[src/hw/rtl/note_voice_allocator_timer_core_assert.svh]
// assertion macros for the note voice allocator timer core
// no dependencies; included by the modules that carry assertions
`ifndef NOTE_VOICE_ALLOCATOR_TIMER_CORE_ASSERT_SVH
`define NOTE_VOICE_ALLOCATOR_TIMER_CORE_ASSERT_SVH

// same-cycle implication, masked while reset is held
`define NVAT_ASSERT(label, clk, rstn, ante, cons) \
    label: assert property (@(posedge clk) disable iff (!rstn) (ante) |-> (cons)) \
        else $error("nvat assertion failed");

// next-cycle implication, masked while reset is held
`define NVAT_ASSERT_NEXT(label, clk, rstn, ante, cons) \
    label: assert property (@(posedge clk) disable iff (!rstn) (ante) |=> (cons)) \
        else $error("nvat assertion failed");

`endif

[src/hw/rtl/nvat_pkg.sv]
// shared types and constants for the note voice allocator timer core
// no dependencies
package nvat_pkg;

    // field widths
    localparam int STATUS_W = 8;
    localparam int DATA_W   = 8;
    localparam int LEN_W    = 16;
    localparam int CHAN_W   = 4;

    // default voice count and per-request note-off limit
    localparam int VOICE_COUNT_DEF = 16;
    localparam int RESULT_LIMIT    = 16;
    localparam int CNT_W           = $clog2(RESULT_LIMIT + 1);

    // request kinds carried on tuser
    localparam logic OP_EVENT = 1'b0;
    localparam logic OP_TICK  = 1'b1;

    // midi codes
    localparam logic [CHAN_W-1:0]   NOTE_ON_NIBBLE = 4'h9;
    localparam logic [STATUS_W-1:0] CHAN_MASK      = 8'h0F;
    localparam logic [STATUS_W-1:0] NOTE_OFF       = 8'h80;

    // write request into the voice store
    typedef struct packed {
        logic                en;    // write the remaining count
        logic                full;  // also write note and channel
        logic [LEN_W-1:0]    rem;
        logic [DATA_W-1:0]   note;
        logic [CHAN_W-1:0]   chan;
    } mem_wr_t;

endpackage

[src/hw/rtl/nvat_voice_mem.sv]
// per-voice store: remaining count, note and channel, one read and one write port
// depends on nvat_pkg
module nvat_voice_mem #(
    parameter int VOICE_COUNT = nvat_pkg::VOICE_COUNT_DEF,
    parameter int IDX_W       = (VOICE_COUNT > 1) ? $clog2(VOICE_COUNT) : 1
) (
    input  logic                          aclk,
    input  logic                          aresetn,
    input  logic                          rd_en,
    input  logic [IDX_W-1:0]              rd_addr,
    input  logic [IDX_W-1:0]              wr_addr,
    input  nvat_pkg::mem_wr_t             wr_req,
    output logic [nvat_pkg::LEN_W-1:0]    rd_rem,
    output logic [nvat_pkg::DATA_W-1:0]   rd_note,
    output logic [nvat_pkg::CHAN_W-1:0]   rd_chan
);
    import nvat_pkg::*;

    logic [LEN_W-1:0]  rem_mem  [VOICE_COUNT];
    logic [DATA_W-1:0] note_mem [VOICE_COUNT];
    logic [CHAN_W-1:0] chan_mem [VOICE_COUNT];

    logic [VOICE_COUNT-1:0] valid_reg;
    logic [VOICE_COUNT-1:0] valid_next;
    logic [LEN_W-1:0]       rd_rem_reg;
    logic [DATA_W-1:0]      rd_note_reg;
    logic [CHAN_W-1:0]      rd_chan_reg;

    // a voice never written reads as free
    always_comb begin
        valid_next = valid_reg;
        if (wr_req.en) begin
            valid_next[wr_addr] = 1'b1;
        end
    end

    always_ff @(posedge aclk) begin
        if (!aresetn) begin
            valid_reg <= '0;
        end else begin
            valid_reg <= valid_next;
        end
    end

    // write port
    always_ff @(posedge aclk) begin
        if (wr_req.en) begin
            rem_mem[wr_addr] <= wr_req.rem;
            if (wr_req.full) begin
                note_mem[wr_addr] <= wr_req.note;
                chan_mem[wr_addr] <= wr_req.chan;
            end
        end
    end

    // registered read port
    always_ff @(posedge aclk) begin
        if (rd_en) begin
            rd_rem_reg  <= valid_reg[rd_addr] ? rem_mem[rd_addr] : '0;
            rd_note_reg <= note_mem[rd_addr];
            rd_chan_reg <= chan_mem[rd_addr];
        end
    end

    assign rd_rem  = rd_rem_reg;
    assign rd_note = rd_note_reg;
    assign rd_chan = rd_chan_reg;

endmodule

[src/hw/rtl/note_voice_allocator_timer_core.sv]
// Flow: a plain event goes through ST_EMIT into the output register; a note-on or a
// tick scans the voices one at a time, each voice through ST_RD and then ST_EX.
// A new request is taken only in idle, once the previous one is done; the pace is set by
// the single read/decrement/write pass over the voice store, plus output back-pressure.
// Reset: synchronous, active low; all voices free at once, no clearing pass.
module note_voice_allocator_timer_core #(
    parameter int VOICE_COUNT = nvat_pkg::VOICE_COUNT_DEF
) (
    input  logic        aclk,
    input  logic        aresetn,
    input  logic        s_axis_tvalid,
    output logic        s_axis_tready,
    // [7:0] status_byte, [15:8] data_one, [23:16] data_two, [39:24] note_length
    input  logic [39:0] s_axis_tdata,
    // [0] op
    input  logic        s_axis_tuser,
    output logic        m_axis_tvalid,
    input  logic        m_axis_tready,
    // [7:0] out_status, [15:8] out_data_one, [23:16] out_data_two, [39:24] out_length
    output logic [39:0] m_axis_tdata,
    output logic        m_axis_tlast
);
    import nvat_pkg::*;

    `include "note_voice_allocator_timer_core_assert.svh"

    localparam int IDX_W = (VOICE_COUNT > 1) ? $clog2(VOICE_COUNT) : 1;
    localparam logic [IDX_W-1:0] IDX_LAST = IDX_W'(VOICE_COUNT - 1);

    localparam logic [2:0] ST_IDLE  = 3'd0;
    localparam logic [2:0] ST_RD    = 3'd1;
    localparam logic [2:0] ST_EX    = 3'd2;
    localparam logic [2:0] ST_FLUSH = 3'd3;
    localparam logic [2:0] ST_EMIT  = 3'd4;

    logic [2:0]          state_reg, state_next;
    logic [IDX_W-1:0]    idx_reg, idx_next;
    logic [CNT_W-1:0]    cnt_reg, cnt_next;
    logic                hold_valid_reg, hold_valid_next;
    logic [CHAN_W-1:0]   hold_chan_reg, hold_chan_next;
    logic [DATA_W-1:0]   hold_note_reg, hold_note_next;

    // latched request
    logic                op_reg;
    logic [STATUS_W-1:0] st_reg;
    logic [DATA_W-1:0]   d1_reg, d2_reg;
    logic [LEN_W-1:0]    len_reg;

    // output register
    logic                m_valid_reg, m_valid_next;
    logic                m_last_reg, m_last_next;
    logic [STATUS_W-1:0] m_status_reg, m_status_next;
    logic [DATA_W-1:0]   m_d1_reg, m_d1_next;
    logic [DATA_W-1:0]   m_d2_reg, m_d2_next;
    logic [LEN_W-1:0]    m_len_reg, m_len_next;

    logic                s_accept;
    logic                out_free;
    logic                rd_en;
    mem_wr_t             wr_req;
    logic [LEN_W-1:0]    rd_rem;
    logic [DATA_W-1:0]   rd_note;
    logic [CHAN_W-1:0]   rd_chan;
    logic [LEN_W-1:0]    dec;
    logic                rem_zero;
    logic                expire;
    logic                is_note_on;

    nvat_voice_mem #(
        .VOICE_COUNT (VOICE_COUNT),
        .IDX_W       (IDX_W)
    ) u_mem (
        .aclk    (aclk),
        .aresetn (aresetn),
        .rd_en   (rd_en),
        .rd_addr (idx_reg),
        .wr_addr (idx_reg),
        .wr_req  (wr_req),
        .rd_rem  (rd_rem),
        .rd_note (rd_note),
        .rd_chan (rd_chan)
    );

    assign s_axis_tready = (state_reg == ST_IDLE);
    assign s_accept      = s_axis_tvalid && s_axis_tready;
    assign out_free      = !m_valid_reg || m_axis_tready;
    assign is_note_on    = (s_axis_tdata[7:4] == NOTE_ON_NIBBLE);

    // shared decrement and zero test on the voice just read
    assign dec      = rd_rem - LEN_W'(1);
    assign rem_zero = (rd_rem == '0);
    assign expire   = !rem_zero && (dec == '0) && (cnt_reg < CNT_W'(RESULT_LIMIT));

    // sequencer
    always_comb begin
        state_next      = state_reg;
        idx_next        = idx_reg;
        cnt_next        = cnt_reg;
        hold_valid_next = hold_valid_reg;
        hold_chan_next  = hold_chan_reg;
        hold_note_next  = hold_note_reg;
        m_valid_next    = m_valid_reg && !m_axis_tready;
        m_last_next     = m_last_reg;
        m_status_next   = m_status_reg;
        m_d1_next       = m_d1_reg;
        m_d2_next       = m_d2_reg;
        m_len_next      = m_len_reg;
        rd_en           = 1'b0;
        wr_req          = '0;
        case (state_reg)
            ST_IDLE: begin
                idx_next = '0;
                cnt_next = '0;
                if (s_accept) begin
                    if (s_axis_tuser == OP_TICK || is_note_on) begin
                        state_next = ST_RD;
                    end else begin
                        state_next = ST_EMIT;
                    end
                end
            end
            ST_RD: begin
                rd_en      = 1'b1;
                state_next = ST_EX;
            end
            ST_EX: begin
                if (op_reg == OP_TICK) begin
                    // hold back while the pending note-off cannot move on
                    if (!(expire && hold_valid_reg && !out_free)) begin
                        wr_req.en  = !rem_zero;
                        wr_req.rem = dec;
                        if (expire) begin
                            if (hold_valid_reg) begin
                                m_valid_next  = 1'b1;
                                m_last_next   = 1'b0;
                                m_status_next = NOTE_OFF | {4'h0, hold_chan_reg};
                                m_d1_next     = hold_note_reg;
                                m_d2_next     = '0;
                                m_len_next    = '0;
                            end
                            hold_valid_next = 1'b1;
                            hold_chan_next  = rd_chan;
                            hold_note_next  = rd_note;
                            cnt_next        = cnt_reg + CNT_W'(1);
                        end
                        if (idx_reg == IDX_LAST) begin
                            state_next = ST_FLUSH;
                        end else begin
                            idx_next   = idx_reg + IDX_W'(1);
                            state_next = ST_RD;
                        end
                    end
                end else begin
                    // note-on: claim the first free voice
                    if (rem_zero) begin
                        wr_req.en   = 1'b1;
                        wr_req.full = 1'b1;
                        wr_req.rem  = len_reg;
                        wr_req.note = d1_reg;
                        wr_req.chan = CHAN_W'(st_reg & CHAN_MASK);
                        state_next  = ST_EMIT;
                    end else if (idx_reg == IDX_LAST) begin
                        state_next = ST_IDLE;
                    end else begin
                        idx_next   = idx_reg + IDX_W'(1);
                        state_next = ST_RD;
                    end
                end
            end
            ST_FLUSH: begin
                if (!hold_valid_reg) begin
                    state_next = ST_IDLE;
                end else if (out_free) begin
                    m_valid_next    = 1'b1;
                    m_last_next     = 1'b1;
                    m_status_next   = NOTE_OFF | {4'h0, hold_chan_reg};
                    m_d1_next       = hold_note_reg;
                    m_d2_next       = '0;
                    m_len_next      = '0;
                    hold_valid_next = 1'b0;
                    state_next      = ST_IDLE;
                end
            end
            ST_EMIT: begin
                if (out_free) begin
                    m_valid_next  = 1'b1;
                    m_last_next   = 1'b1;
                    m_status_next = st_reg;
                    m_d1_next     = d1_reg;
                    m_d2_next     = d2_reg;
                    m_len_next    = len_reg;
                    state_next    = ST_IDLE;
                end
            end
            default: begin
                state_next = ST_IDLE;
            end
        endcase
    end

    // control registers
    always_ff @(posedge aclk) begin
        if (!aresetn) begin
            state_reg      <= ST_IDLE;
            idx_reg        <= '0;
            cnt_reg        <= '0;
            hold_valid_reg <= 1'b0;
            m_valid_reg    <= 1'b0;
        end else begin
            state_reg      <= state_next;
            idx_reg        <= idx_next;
            cnt_reg        <= cnt_next;
            hold_valid_reg <= hold_valid_next;
            m_valid_reg    <= m_valid_next;
        end
    end

    // payload registers
    always_ff @(posedge aclk) begin
        hold_chan_reg <= hold_chan_next;
        hold_note_reg <= hold_note_next;
        m_last_reg    <= m_last_next;
        m_status_reg  <= m_status_next;
        m_d1_reg      <= m_d1_next;
        m_d2_reg      <= m_d2_next;
        m_len_reg     <= m_len_next;
        if (s_accept) begin
            op_reg  <= s_axis_tuser;
            st_reg  <= s_axis_tdata[7:0];
            d1_reg  <= s_axis_tdata[15:8];
            d2_reg  <= s_axis_tdata[23:16];
            len_reg <= s_axis_tdata[39:24];
        end
    end

    assign m_axis_tvalid = m_valid_reg;
    assign m_axis_tlast  = m_last_reg;
    assign m_axis_tdata  = {m_len_reg, m_d2_reg, m_d1_reg, m_status_reg};

    // pending note-off only lives during a tick scan
    `NVAT_ASSERT(a_hold_in_scan, aclk, aresetn, hold_valid_reg, (state_reg == ST_RD || state_reg == ST_EX || state_reg == ST_FLUSH))
    // note-off count never passes the limit
    `NVAT_ASSERT(a_cnt_limit, aclk, aresetn, 1'b1, cnt_reg <= CNT_W'(RESULT_LIMIT))
    // voice store is written only while a voice is being worked on
    `NVAT_ASSERT(a_wr_in_ex, aclk, aresetn, wr_req.en, state_reg == ST_EX)
    // an accepted request always leaves idle
    `NVAT_ASSERT_NEXT(a_accept_busy, aclk, aresetn, s_accept, state_reg != ST_IDLE)

endmodule

[config.mk]
export PLATFORM = sky130hd
export DESIGN_NAME = note_voice_allocator_timer_core
export DESIGN_NICKNAME = d
export VERILOG_FILES = /design/src/hw/rtl/nvat_pkg.sv /design/src/hw/rtl/nvat_voice_mem.sv /design/src/hw/rtl/note_voice_allocator_timer_core.sv
export VERILOG_INCLUDE_DIRS = /design/src /design/src/hw/rtl
export SDC_FILE = /design/constraint.sdc
export NUM_CORES = 1
export LEC_CHECK = 0
export BUFFER_PORTS_ARGS = -buffer_cell sky130_fd_sc_hd__buf_4
export CELL_PAD_IN_SITES_DETAIL_PLACEMENT = 0
export CELL_PAD_IN_SITES_GLOBAL_PLACEMENT = 1
export CORE_ASPECT_RATIO = 0.6
export CORE_UTILIZATION = 49
export DETAILED_ROUTE_END_ITERATION = 8
export HOLD_SLACK_MARGIN = 0.08
export PLACE_DENSITY_LB_ADDON = 0.12
export SETUP_SLACK_MARGIN = 0.4
export SYNTH_ARGS = -nofsm -noshare
export SYNTH_HDL_FRONTEND = slang
export SYNTH_SLANG_ARGS = --single-unit
[constraint.sdc]
create_clock -name aclk -period 4.45 [get_ports aclk]
set_input_delay 0.2225 -clock aclk [delete_from_list [all_inputs] [get_ports aclk]]
set_output_delay 0.2225 -clock aclk [all_outputs]
set_load 0.05 [all_outputs]
==> metrics.txt <==
status finished, final reports clean; worst-margin pin slew 1.22 ns; detailed placement HPWL 33600 um; Remaining DRCs 0; Tightest Hold Check Type input port to register; IR drop worst, VDD 0.264 mV; commonest cells after routing, fill and taps aside edfxtp_1 (570), buf_4 (149), mux4_2 (144); pin count of the biggest net entering global routing 52; postcts setup bufs 0; Top reg by flops u_mem.rem_mem; syn_nets 1218; Total GRT Usage 22.5%; DIE HEIGHT 172 um; ANT cells 0; Core ar. 46900 um2; total count of hold-check failures in the final report 0; Starting Density 50.2%; biggest regs u_mem.rem_mem: 256 flops, u_mem.note_mem: 128 flops, u_mem.chan_mem: 64 flops; share of cells above drive strength 1 30.3%; Max Clk Rate 266 MHz; post-synthesis xor/xnor area fraction 0.553%; CTS Buffer Depth 3; total global routing overflow 0; DP Worst Slack 0.694 ns; unrepaired setup endpoints after global routing no; final period utilization 84.5%; normalized max-slew margin 18.0%; first-iteration detailed-routing DRC count 1213; final clock skew 0.0173 ns; IO buf count 87; Skew-Pair Late Insertion Delay 0.60 ns; DIE AREA 48900 um2; Synth top area share 72.8%; dominant cell type by area after synthesis edfxtp_1; # IOs 88; largest family of logic cells by synthesized area multiplexers; CTS tree done; Syn Std Cell Area 23500 um2; setup total negative slack 0 ns; Layout area overhead 16.4%; max FFs per register 256; Post-Synth Simple-Gate Area 5.78%; H-tree depth 2; Adder-Cell Fraction of Synth Area 0.426%; startpoint types register; clk sink count 600; leak pwr 8.47 nW; antenna-violating nets left 0; Gate Count Post-Synth 1165; total power per unit cell area 392 nW/um2; clock slew at reported path FFs 0.07 ns; Worst Path Arrival 3.97 ns; antenna violations before repair 2; Reg area 17700 um2; Routed wire per std cell 26.4 um; Tmin final 3.76 ns; # nets final 1409; # setup viols final 0; Main synth FF type edfxtp_1; post-synthesis mux area share 14.5%; global-route wire length before repair 79100 um; Compound-Gate Fraction of Synth Area 2.15%; Rows 61; fill count 3504; final worst slack 0.689 ns; worst path required time 4.66 ns; worst-path fanout max 17; crit path kind register to register; Pre-Repair DR Iteration Count 4; root buffer cell clkbuf_16; commonest non-fill, non-tap cell in the layout edfxtp_1; post-synthesis register bit count 600; Unique masters post-synth 58; dominant cells by area after synthesis edfxtp_1 (73%), mux4_2 (14%), dfxtp_1 (2.6%); Die W 285 um; final wirelength 53600 um; Max Cap Viol 0; area of the multi-input gates 5670 um2; Syn Area/Cell 20.2 um2; vias per cell 5.86; vias in the first global route 11800; YS warnings 0; fin. max-slew vios 0; post_cts resized 0; crit path capture type register; Vias 11900; Post-synth EDFFs 570; cts bufs inserted 53; sequential share of the synthesized area 75.3%; ys async rst share 0%; Placer Congestion 0.822
[metal layers]
layer / part of all wire (%) / track usage [%]
met2: 40 / 29.7
met3: 9.6 / 6.43
met4: 1.3 / 4.11
met1: 49 / 36.6
met5: 0 / 0
[metrics by stage]
stage	power (mW)	util, %	cells	hold slack [ns]	area, um2
2_1_floorplan	6.46	-	1165	0.321	23500
3_3_place_gp	6.58	54.1	1887	0.402	25400
3_5_place_dp	6.58	54.1	1887	0.402	25400
4_1_cts	10.8	58.4	2029	0.319	27400
5_1_grt	11.1	58.4	2029	0.336	27400
6_report	10.7	58.4	2029	0.350	27400
[power breakdown]
| group | leakage, nW | switching [mW] | internal (mW) | total, mW |
|---|---|---|---|---|
| clock | 0.770 | 1.99 | 2.25 | 4.24 |
| sequential | 5.36 | 0.0429 | 6.17 | 6.21 |
| combinational | 2.34 | 0.160 | 0.119 | 0.279 |
[kinds of logic (layout without fill, tap and decap cells)]
family,count (synthesis),after routing
buf+inv,69,303
xor+xnor,14,14
flops,600,600
fa+ha+maj,8,8
compound gates,75,75
mux,159,159
simple gates,240,240
[worst max-delay path, stage by stage, from the launching register on]
cell       delay (ns)
edfxtp_1         0.51
inv_1            0.15
ha_1             0.24
or3b_1           0.45
a211oi_1         0.33
a2bb2oi_2        0.40
nor4_1           0.23
o31ai_4          1.04
[cell type report]
class / instances / area share (%)
sequential: 600 / 64.8
multi-input combinational: 496 / 20.7
timing repair buffer: 194 / 5.77
clock buffer: 64 / 5.00
tap: 630 / 2.88
clock inverter: 34 / 0.745
inverter: 11 / 0.151
[worst paths after layout]
path,slack [ns],cells after the start,endpoint,start
hold / removal,0.35,2,d2_reg[4]$_DFFE_PP_,s_axis_tdata[20]
setup reg to reg,0.69,7,u_mem.rem_mem[15][4]$_DFFE_PP_,u_mem.rd_rem[0]$_SDFFCE_PN0P_
setup / recovery,0.69,7,u_mem.rem_mem[15][4]$_DFFE_PP_,u_mem.rd_rem[0]$_SDFFCE_PN0P_
hold reg to reg,0.42,0,hold_chan_reg[1]$_DFFE_PP_,u_mem.rd_chan[1]$_DFFE_PP_
[cell usage after synthesis (2+ instances only)]
cell type and number:
nor2_1 34, and3_1 4, nor3b_1 3, a211oi_1 2, dfxtp_1 30, nor4_2 3, clkbuf_1 35, buf_4 2
mux2i_1 2, or4_1 8, inv_1 11, nor4_1 8, nand2b_1 5, o21ai_0 13, nand3b_1 2, o41ai_1 2
mux4_2 144, mux2_2 13, o21a_1 17, xnor2_1 5, xor2_1 8, nand2_1 44, nor2b_1 21, o311ai_0 2
buf_2 6, a22oi_1 2, nand4_1 6, nor3_1 23, or2_2 4, nand3_1 17, and2_1 45, buf_6 3
o31ai_1 7, buf_1 12, or3_1 3, edfxtp_1 570, ha_1 8, a21oi_1 19, nor4_4 3
[what timing repair did]
item                                   in CTS  in global routing
setup endpoints to repair                   0                  0
endpoints found under the hold margin      62                  0
hold buffers                               44                  0
Power figures use the tool's default switching activity.
